==> src/sv/assert_macros.svh <==
// Assertion macros used by the walker top level
`ifndef ASSERT_MACROS_SVH
`define ASSERT_MACROS_SVH
`ifndef SYNTHESIS
`define ASSERT_IMPLY(label, clk, rst, ante, cons) \
   label: assert property (@(posedge clk) disable iff (rst) (ante) |-> (cons)) \
      else $error("implication check failed");
`define ASSERT_NEVER(label, clk, rst, cond) \
   label: assert property (@(posedge clk) disable iff (rst) !(cond)) \
      else $error("forbidden condition seen");
`else
`define ASSERT_IMPLY(label, clk, rst, ante, cons)
`define ASSERT_NEVER(label, clk, rst, cond)
`endif
`endif

==> src/sv/sv39ptw_pkg.sv <==
// Types, codes and constants of the Sv39 page table walker
package sv39ptw_pkg;

   localparam int TABLES_DEF = 8;
   localparam int ENTRIES    = 512;
   localparam int IDX_W      = 9;
   localparam int TBL_NUM_W  = 8;
   localparam int TBL_FLD_W  = 3;
   localparam int PTE_W      = 64;
   localparam int VA_W       = 39;
   localparam int PPN_W      = 44;
   localparam int PPN_LSB    = 10;
   localparam int ST_W       = 3;
   localparam int CMD_W      = 2;

   localparam logic [CMD_W-1:0] CMD_WRITE  = 2'd0;
   localparam logic [CMD_W-1:0] CMD_LOOKUP = 2'd1;
   localparam logic [CMD_W-1:0] CMD_UNMAP  = 2'd2;

   localparam logic [ST_W-1:0] ST_NONE  = 3'd0;
   localparam logic [ST_W-1:0] ST_4K    = 3'd1;
   localparam logic [ST_W-1:0] ST_2M    = 3'd2;
   localparam logic [ST_W-1:0] ST_1G    = 3'd3;
   localparam logic [ST_W-1:0] ST_BAD   = 3'd4;
   localparam logic [ST_W-1:0] ST_WROTE = 3'd5;

   typedef enum logic [2:0] {
      S_CLEAR,
      S_IDLE,
      S_START,
      S_READ,
      S_CHECK,
      S_FIN
   } state_type;

   typedef enum logic [1:0] {
      RES_NONE,
      RES_WROTE,
      RES_BAD,
      RES_LEAF
   } res_kind_type;

   typedef struct packed {
      logic [CMD_W-1:0]     command;
      logic [TBL_FLD_W-1:0] table_number;
      logic [IDX_W-1:0]     entry_index;
      logic [PTE_W-1:0]     entry_value;
      logic [VA_W-1:0]      virtual_address;
   } req_type;

   typedef struct packed {
      logic [ST_W-1:0]      status;
      logic [TBL_FLD_W-1:0] found_table;
      logic [IDX_W-1:0]     found_slot;
      logic [PTE_W-1:0]     found_entry;
   } rsp_type;

   typedef struct packed {
      logic         item_load;
      logic         clr_en;
      logic         rd_en;
      logic         descend;
      logic         wr_item;
      logic         wr_zero;
      logic         res_load;
      res_kind_type res_kind;
      logic         out_load;
   } ctl_type;

   typedef struct packed {
      logic             clr_last;
      logic [CMD_W-1:0] cmd;
      logic             tn_ok;
      logic             tbl_ok;
      logic             pte_v;
      logic             pte_leaf;
      logic             ppn_ok;
      logic             out_free;
   } sts_type;

endpackage

==> src/sv/sv39ptw_ctrl.sv <==
// Walk controller: clearing sweep, command sequencing and result handoff
module sv39ptw_ctrl (
   input  logic                 clock,
   input  logic                 reset,
   input  logic                 req_valid,
   output logic                 req_ready,
   input  sv39ptw_pkg::sts_type sts,
   output sv39ptw_pkg::ctl_type ctl
);

   sv39ptw_pkg::state_type state_ff;
   sv39ptw_pkg::state_type state_in;

   always_comb begin
      state_in = state_ff;
      unique case (state_ff)
         sv39ptw_pkg::S_CLEAR: begin
            if (sts.clr_last) begin
               state_in = sv39ptw_pkg::S_IDLE;
            end
         end
         sv39ptw_pkg::S_IDLE: begin
            if (req_valid) begin
               state_in = sv39ptw_pkg::S_START;
            end
         end
         sv39ptw_pkg::S_START: begin
            unique case (sts.cmd)
               sv39ptw_pkg::CMD_LOOKUP, sv39ptw_pkg::CMD_UNMAP: begin
                  state_in = sts.tbl_ok ? sv39ptw_pkg::S_CHECK : sv39ptw_pkg::S_FIN;
               end
               default: begin
                  state_in = sv39ptw_pkg::S_FIN;
               end
            endcase
         end
         sv39ptw_pkg::S_READ: begin
            state_in = sv39ptw_pkg::S_CHECK;
         end
         sv39ptw_pkg::S_CHECK: begin
            if (sts.pte_v && !sts.pte_leaf && sts.ppn_ok) begin
               state_in = sv39ptw_pkg::S_READ;
            end else begin
               state_in = sv39ptw_pkg::S_FIN;
            end
         end
         sv39ptw_pkg::S_FIN: begin
            if (sts.out_free) begin
               state_in = sv39ptw_pkg::S_IDLE;
            end
         end
         default: begin
            state_in = sv39ptw_pkg::S_CLEAR;
         end
      endcase
   end

   always_comb begin
      ctl          = '0;
      ctl.res_kind = sv39ptw_pkg::RES_NONE;
      req_ready    = 1'b0;
      unique case (state_ff)
         sv39ptw_pkg::S_CLEAR: begin
            ctl.clr_en = 1'b1;
         end
         sv39ptw_pkg::S_IDLE: begin
            req_ready     = 1'b1;
            ctl.item_load = req_valid;
         end
         sv39ptw_pkg::S_START: begin
            unique case (sts.cmd)
               sv39ptw_pkg::CMD_WRITE: begin
                  ctl.wr_item  = sts.tn_ok;
                  ctl.res_load = 1'b1;
                  ctl.res_kind = sts.tn_ok ? sv39ptw_pkg::RES_WROTE : sv39ptw_pkg::RES_BAD;
               end
               sv39ptw_pkg::CMD_LOOKUP, sv39ptw_pkg::CMD_UNMAP: begin
                  ctl.rd_en    = sts.tbl_ok;
                  ctl.res_load = !sts.tbl_ok;
                  ctl.res_kind = sv39ptw_pkg::RES_BAD;
               end
               default: begin
                  ctl.res_load = 1'b1;
                  ctl.res_kind = sv39ptw_pkg::RES_NONE;
               end
            endcase
         end
         sv39ptw_pkg::S_READ: begin
            ctl.rd_en = 1'b1;
         end
         sv39ptw_pkg::S_CHECK: begin
            priority if (!sts.pte_v) begin
               ctl.res_load = 1'b1;
               ctl.res_kind = sv39ptw_pkg::RES_NONE;
            end else if (sts.pte_leaf) begin
               ctl.res_load = 1'b1;
               ctl.res_kind = sv39ptw_pkg::RES_LEAF;
               ctl.wr_zero  = (sts.cmd == sv39ptw_pkg::CMD_UNMAP);
            end else if (!sts.ppn_ok) begin
               ctl.res_load = 1'b1;
               ctl.res_kind = sv39ptw_pkg::RES_BAD;
            end else begin
               ctl.descend = 1'b1;
            end
         end
         sv39ptw_pkg::S_FIN: begin
            ctl.out_load = sts.out_free;
         end
         default: begin
            ctl.clr_en = 1'b0;
         end
      endcase
   end

   always_ff @(posedge clock) begin
      if (reset) begin
         state_ff <= sv39ptw_pkg::S_CLEAR;
      end else begin
         state_ff <= state_in;
      end
   end

endmodule

==> config.mk <==
export PLATFORM = sky130hd
export DESIGN_NAME = sv39ptw_ctrl
export DESIGN_NICKNAME = d
export VERILOG_FILES = /design/src/sv/assert_macros.svh /design/src/sv/sv39ptw_pkg.sv /design/src/sv/sv39ptw_ctrl.sv
export SDC_FILE = /design/constraint.sdc
export NUM_CORES = 1
export LEC_CHECK = 0
export BUFFER_PORTS_ARGS = -buffer_cell sky130_fd_sc_hd__buf_4
export CAP_MARGIN = 40
export CORE_AREA = 2 2 39 41
export CTS_CLUSTER_DIAMETER = 100
export DETAILED_ROUTE_END_ITERATION = 7
export DIE_AREA = 0 0 41 43
export GPL_ROUTABILITY_DRIVEN = 0
export SYNTH_ARGS = -nofsm -noshare
export SYNTH_HDL_FRONTEND = slang
export SYNTH_SLANG_ARGS = --single-unit
==> constraint.sdc <==
create_clock -name clock -period 3.67 [get_ports clock]
set_clock_uncertainty 0.2 [all_clocks]
set_input_delay 0.1835 -clock clock [delete_from_list [all_inputs] [get_ports clock]]
set_output_delay 0.1835 -clock clock [all_outputs]
set_load 0.05 [all_outputs]
-- Word level (Yosys, flattened, before mapping)
Index checks and enable logic that the tools add are counted.
- flip-flop bits (word level): 3
- bits of input ports: 12
- output and inout bits: 11
- logic and storage cells: 47
- equal/unequal tests: 10
- mux-type cells: 28
- reduce and logical (&&, ||, !) cells: 8
- operators by type and width (kind ; count):
    $mux W3 ; 7
    $pmux W3 S6 ; 1
    $mux W1 ; 16
    $pmux W3 S2 ; 2
    $eq A3 B2 Y1 const B ; 2
    $eq A3 B3 Y1 const B ; 2
    $ne A2 B2 Y1 const B ; 3
    $eq A3 B1 Y1 const B ; 1
    $logic_not A3 Y1 ; 1
    $reduce_and A3 Y1 ; 1
    $eq A2 B1 Y1 const B ; 1
    $eq A2 B2 Y1 const B ; 1
    $logic_and A1 B1 Y1 ; 2
    $logic_not A1 Y1 ; 2
    $logic_not A2 Y1 ; 1
    $mux W2 ; 1
    $pmux W1 S2 ; 1
    $reduce_or A2 Y1 ; 1

-- Depth between registers and ports, before layout
Gate-level depths: netlist of run 1.
- depth after elaboration: 5
- depth in mapped cells: 4
- mapped depth without buffers: 4

-- Worst setup path before layout of run 1
OpenSTA, ideal clock, no wires.
- path type: input to output
- start: input port sts[6] (netlist bit)
- end: output port ctl[3] (netlist bit)
- arrival: 1793 ps
- required time: 3286 ps
- setup slack: 1493 ps
- stages on the path: 4
- buffers on the path: 0
- cells stage by stage: inv_1 ha_1 a211oi_1 o31ai_1
- RTL lines (what ; line ; source):
    start: declaration ; sv39ptw_ctrl.sv:7 ; input sv39ptw_pkg::sts_type sts,
    end: declaration ; sv39ptw_ctrl.sv:8 ; output sv39ptw_pkg::ctl_type ctl

==> results of run 1 <==
[cell families after synthesis]
kind of cell | count (synthesis) | share of synthesized area
compound gates | 12 | 0.265
fa+ha+maj | 3 | 0.109
buf+inv | 7 | 0.0800
flops | 3 | 0.175
simple gates | 22 | 0.371
[worst paths after layout]
path / start / to / depth (start not counted)
setup reg to reg: state_ff[0] / state_ff[1] / 3
hold / removal: sts[4] / state_ff[0] / 3
setup / recovery: state_ff[1] / ctl[2] / 4
hold reg to reg: state_ff[2] / state_ff[0] / 2
[worst max-delay path, cell delays in order, from the launching register on]
cell      delay (ns)
dfxtp_1         0.48
nand2b_2        0.15
or3_1           0.35
o22ai_1         0.15
buf_4           0.22
[area by class of cell]
class | instances | area, um2 | share of cell area
multi-input cells | 37 | 256 | 0.458
flip-flops and latches | 3 | 60.1 | 0.107
well taps | 16 | 20.0 | 0.0357
inverters | 6 | 22.5 | 0.0402
repair buffers | 23 | 175 | 0.312
clock buffers | 4 | 26.3 | 0.0469
[cells in the final DEF, fill, tap and decap left out]
cell / instances
nand2b_1: 1
clkbuf_1: 1
nand2_1: 3
or3_1: 2
a211oi_1: 2
nor3_1: 2
nor3b_2: 1
buf_4: 22
inv_1: 6
nand3_1: 2
nor2b_1: 2
ha_1: 3
nand2b_2: 1
o21ai_1: 1
a31oi_2: 1
a21oi_1: 3
a21bo_1: 1
nor2_1: 3
clkbuf_4: 3
o31ai_1: 1
dfxtp_1: 3
o22ai_1: 1
dlygate4sd3_1: 1
nand3b_1: 1
and3_1: 2
o2111a_1: 1
a211o_1: 1
and2_1: 2
[where the power goes]
group | internal (W) | leakage [nW] | switching, W
logic | 0.0000324 | 0.246 | 0.0000469
registers | 0.0000359 | 0.0246 | 0.00000763
clock network | 0.0000408 | 0.0150 | 0.0000173
[stage by stage]
| step | setup slack [ns] | area [um2] | hold WS, ns | power (W) | cells |
|---|---|---|---|---|---|
| floorplan | 1.49 | 344 | 0.0491 | 0.0000958 | 47 |
| global placement | 1.97 | 524 | 0.174 | 0.000122 | 84 |
| detailed placement | 1.97 | 524 | 0.172 | 0.000123 | 84 |
| CTS | 1.71 | 561 | 0.0556 | 0.000184 | 89 |
| global route | 1.64 | 561 | 0.0773 | 0.000192 | 89 |
| finish | 1.71 | 561 | 0.0556 | 0.000181 | 89 |
[timing repair]
| action | in CTS | in global routing |
|---|---|---|
| hold buffers | 1 | 0 |
| endpoints found under the hold margin | 2 | 0 |
| setup buffers | 0 | 0 |
[layer usage]
| layer | global-route usage | wire [um] |
|---|---|---|
| met3 | 0.0157 | 78 |
| met1 | 0.141 | 381 |
| met4 | 0.0800 | 0 |
| met5 | 0 | 0 |
| met2 | 0.181 | 476 |
==> parameters.txt, run 1 <==
Parameter                              Value

Synthesis
  Synthesized Nets ... 62
  Share of synthesized flip-flops with an asynchronous set or reset ... 0
  Post-synth top flop ... dfxtp_1
  Number of synthesized register bits ... 3
  Number of standard cells after synthesis ... 47
  Dominant cell by count in the synthesized netlist ... inv_1
  Yosys warnings ... 0
  Post-synth design cell area ... ~340 um2
  Area share of the largest cell type after synthesis ... 0.175
  Mean post-synth cell area ... 7.32 um2
  Count of different cell masters after synthesis ... 25
  Cell type with the highest aggregate area in the netlist ... dfxtp_1
  Number of enable-type register cells in the synthesized netlist ... 0
  Largest cells by area after synthesis ... dfxtp_1 17%, ha_1 11%, inv_1 6.5%, a21oi_1 4.4%, a211oi_1 4.4%
  Seq/Total Area, Yosys ... 0.175

Layout
  Number of nets in the layout ... 89
  Max reg flops ... 3
  Synthesis-to-layout area growth ... 62.9%
  Fraction of final layout cells with drive strength greater than 1 ... 0.384
  Number of filler instances in the final layout ... about 160
  Ant. Diodes ... 0
  Leading registers by flop count ... state_ff: 3 flops
  Final core occ ... 0.405
  Reg with most FFs ... state_ff

Power
  P per Cell Area ... roughly 320 nW/um2
  Leakage power summed over all cells ... approximately 0.29 nW
  IR drop worst, VDD ... 0.000104 V

Detailed routing
  Remaining routing DRC violations ... 0
  Drt pass-1 iters ... 4
  Wire per inst ... about 11 um
  Number of vias per cell ... 4.74
  Via count ... approximately 420
  Remaining antenna violation count after routing ... 0
  DRT iter0 DRCs ... 6
  Post-Route WL ... ~940 um

STA
  RSZ-0062 raised after global routing ... false
  Number of max-slew violations in the final report ... 0
  Final critical delay including setup and external delays ... about 2.0 ns
  Share of the clock period used by the worst path ... 0.534
  Final sum of negative setup slack ... 0 ns
  Worst Tran Pin Value ... 0.382 ns
  Final setup fails ... 0
  Final hold violations ... 0
  Highest Clock Rate ... just over 500 MHz
  Worst slew margin relative to its limit ... 0.745

GRT
  Maximum number of pins on one net before global-route repair ... 14
  GR Overflow Total ... 0
  Via count of the first global-routing pass ... ~380
  Antenna violations before repair ... 0
  Overall fraction of global-route tracks in use ... 0.117
  Global-route wire length before repair ... around 1.4 mm

Floorplan
  Boundary Pins ... 23
  Die Y ... 43 um
  Core Box Area ... about 1400 um2
  Die W ... 41 um
  FP Rows ... 14
  Effective utilization at floorplan ... 0.249
  Full die area ... around 1800 um2

Worst setup path
  CP Max Fanout ... 7
  Arrival time of data at the critical path endpoint ... ~1.6 ns
  Launching element type of the critical path ... register
  Kind of critical path ... reg -> out
  Required time of the critical path ... 3.29 ns
  Critical path capture point type ... output pin
  Setup slack on the worst flop-to-flop path ... 2.28 ns

Clocking
  CTS root buffer ... clkbuf_4
  Number of levels in the clock H-tree ... 1
  Clock-pin transition on the worst setup and hold timing paths ... about 0.040 ns
  Clock tree from TritonCTS ... done
  Total number of clock tree sinks ... 3
  Worst skew pair latency ... around 0.23 ns
  Post-cts sizing count ... 0
  Cts bufs inserted ... 3
  Buffer depth of the longest clock path ... 2

Place
  Count of input and output buffers ... 22
  Sum of net half-perimeters after detailed placement ... approximately 770 um

Job
  Number of violations of the max-capacitance limit ... 0

Status
  Run status ... complete, no violations

Min path
  Type of the worst min-delay path ... in -> reg
(Power assumes the default switching activity.)
==> run 2: changes to the inputs <==
- clock period: 3.67 -> 1.81 ns (I/O delays scaled with it)
==> run 2 against run 1 <==
Against the previous run: sequential share of layout area down 0.34 points; die area unchanged; clock power rose by 100%; first-iteration DRC count fell by 50%; largest power group unchanged; non-clock buffer count grew 2; combinational power increased by 130%; sequential power is 100% higher; highest routed layer unchanged; cell count up 2.2%; worst setup slack got worse by 1.6 ns.
==> parameters.txt, run 2 (synthesis gave the netlist of run 1 again) <==
Parameter                              Value

Place
  Placement-stage cell area ... around 560 um2
  Sum of net half-perimeters after detailed placement ... roughly 750 um
  Count of input and output buffers ... 22

STA
  Number of max-slew violations in the final report ... 0
  Worst Tran Pin Value ... ~0.35 ns
  Worst slew margin relative to its limit ... 0.766
  Final hold violations ... 0
  RSZ-0062 raised after global routing ... true
  Final critical delay including setup and external delays ... ~1.7 ns
  Share of the clock period used by the worst path ... 0.963
  Highest Clock Rate ... about 570 MHz
  Final setup fails ... 0

GRT
  Via count of the first global-routing pass ... 400
  Maximum number of pins on one net before global-route repair ... 9
  Global-route wire length before repair ... 1.60 mm
  GR Overflow Total ... 0
  Antenna violations before repair ... 0
  Overall fraction of global-route tracks in use ... 0.129

Detailed routing
  Wire per inst ... about 10 um
  Remaining antenna violation count after routing ... 0
  Drt pass-1 iters ... 4
  DRT iter0 DRCs ... 3
  Remaining routing DRC violations ... 0
  Number of vias per cell ... between 4 and 5
  Post-Route WL ... about 950 um
  Via count ... about 420

Worst setup path
  Worst reg2reg startpoint ... state_ff[0]
  CP Cell Sequence ... nand2b_4 -> or3_1 -> o21ai_2 -> buf_6
  Cell at the slowest stage of the critical path ... or3_1
  Launching element type of the critical path ... register
  CP Max Fanout ... 7
  Start point of the critical path ... state_ff[2]
  Arrival time of data at the critical path endpoint ... around 1.5 ns
  Required time of the critical path ... about 1.5 ns
  Largest delay contributor family on the critical path ... simple AND/OR/NAND/NOR gates
  Kind of critical path ... reg -> out
  Delay of the slowest cell on the worst path ... approximately 0.36 ns
  Critical path capture point type ... output pin
  Buffers plus inverters on the worst setup path ... 1

Layout
  Reg with most FFs ... state_ff
  Ant. Diodes ... 0
  Leading registers by flop count ... state_ff: 3 flops
  Area of all placed cells without fillers ... roughly 630 um2
  Top library cells by usage in the layout, fill and taps aside ... 21 x buf_4, 6 x inv_1
  Max reg flops ... 3
  Synthesis-to-layout area growth ... 82.2%
  Final core occ ... 0.453
  Commonest non-fill, non-tap cell in the layout ... buf_4
  Fraction of final layout cells with drive strength greater than 1 ... 0.480
  Number of nets in the layout ... 91
  Number of filler instances in the final layout ... around 150

Floorplan
  Boundary Pins ... 23
  Core Box Area ... 1380 um2
  Full die area ... 1760 um2
  FP Rows ... 14
  Die Y ... 43 um
  Effective utilization at floorplan ... 0.249
  Die W ... around 41 um

Min path
  Type of the worst min-delay path ... in -> reg
  Worst min-delay path startpoint ... sts[0]

Clocking
  Number of levels in the clock H-tree ... 1
  Clock-pin transition on the worst setup and hold timing paths ... ~0.04 ns
  CTS root buffer ... clkbuf_4
  Buffer depth of the longest clock path ... 2
  # Post-CTS Setup Buffers ... 0
  Total number of clock tree sinks ... 3
  Clock tree from TritonCTS ... done
  Cts bufs inserted ... 3
  Worst skew pair latency ... about 0.23 ns

Power
  Leakage power summed over all cells ... between 0.3 and 0.4 nW
  P per Cell Area ... 614 nW/um2
  IR drop worst, VDD ... 0.000371 V

Status
  Run status ... complete, no violations

Job
  Number of violations of the max-capacitance limit ... 0
## run 2: cell count changes in the layout (fill, tap and decap cells not counted), moves of 2 or more
cell / delta
buf_6: +2
dfxtp_1: -2
nor3_1: -2
nor3_2: +2
## run 2: where the power goes
group | switching [W] | internal (W)
registers | 0.0000158 | 0.0000729
logic | 0.000104 | 0.0000766
clock network | 0.0000332 | 0.0000825
## run 2: worst paths after layout
path	to	slack (ns)	depth (start not counted)
max	ctl[1]	0.07	4
max reg2reg	state_ff[0]	0.33	4
min	state_ff[2]	0.02	3
min reg2reg	state_ff[0]	0.33	1
## run 2: routing by layer
metal	vias up	global-route usage	part of all wire
met2	9	0.178	0.49
met5	-	0	0
li1	225	-	-
met3	0	0.0314	0.061
met4	0	0.0600	0
met1	182	0.182	0.44
## run 2: timing repair
action	4_1_cts	5_1_grt
gates resized for setup	5	2
pin swaps	0	0
hold buffers	2	0
gates cloned	0	0
endpoints found under the setup margin	3	4
endpoints found under the hold margin	3	0
## run 2: layout make-up
cell class	count	area, um2	share of cell area
multi-input combinational	37	293	0.467
timing repair buffer	25	200	0.319
sequential	3	65.1	0.104
clock buffer	4	26.3	0.0419
inverter	6	22.5	0.0359
tap	16	20.0	0.0319
## run 2: tightest hold or removal path: cells and delay by family
family          cells  cell delay, ns
simple gates        1            0.14
compound gates      1            0.10
buf+inv             1            0.08
## run 2: metrics by stage
step / setup slack [ns] / total power (W) / setup TNS (ns) / hold slack, ns / std cells
CTS: 0.00225 / 0.000394 / 0 / 0.0245 / 91
global route: -0.000978 / 0.000418 / -0.000978 / 0.0367 / 91
floorplan: -0.00916 / 0.000201 / -0.00916 / -0.0439 / 47
finish: 0.0669 / 0.000385 / 0 / 0.0234 / 91
detailed placement: 0.182 / 0.000261 / 0 / 0.0812 / 85
global placement: 0.227 / 0.000261 / 0 / 0.0826 / 85
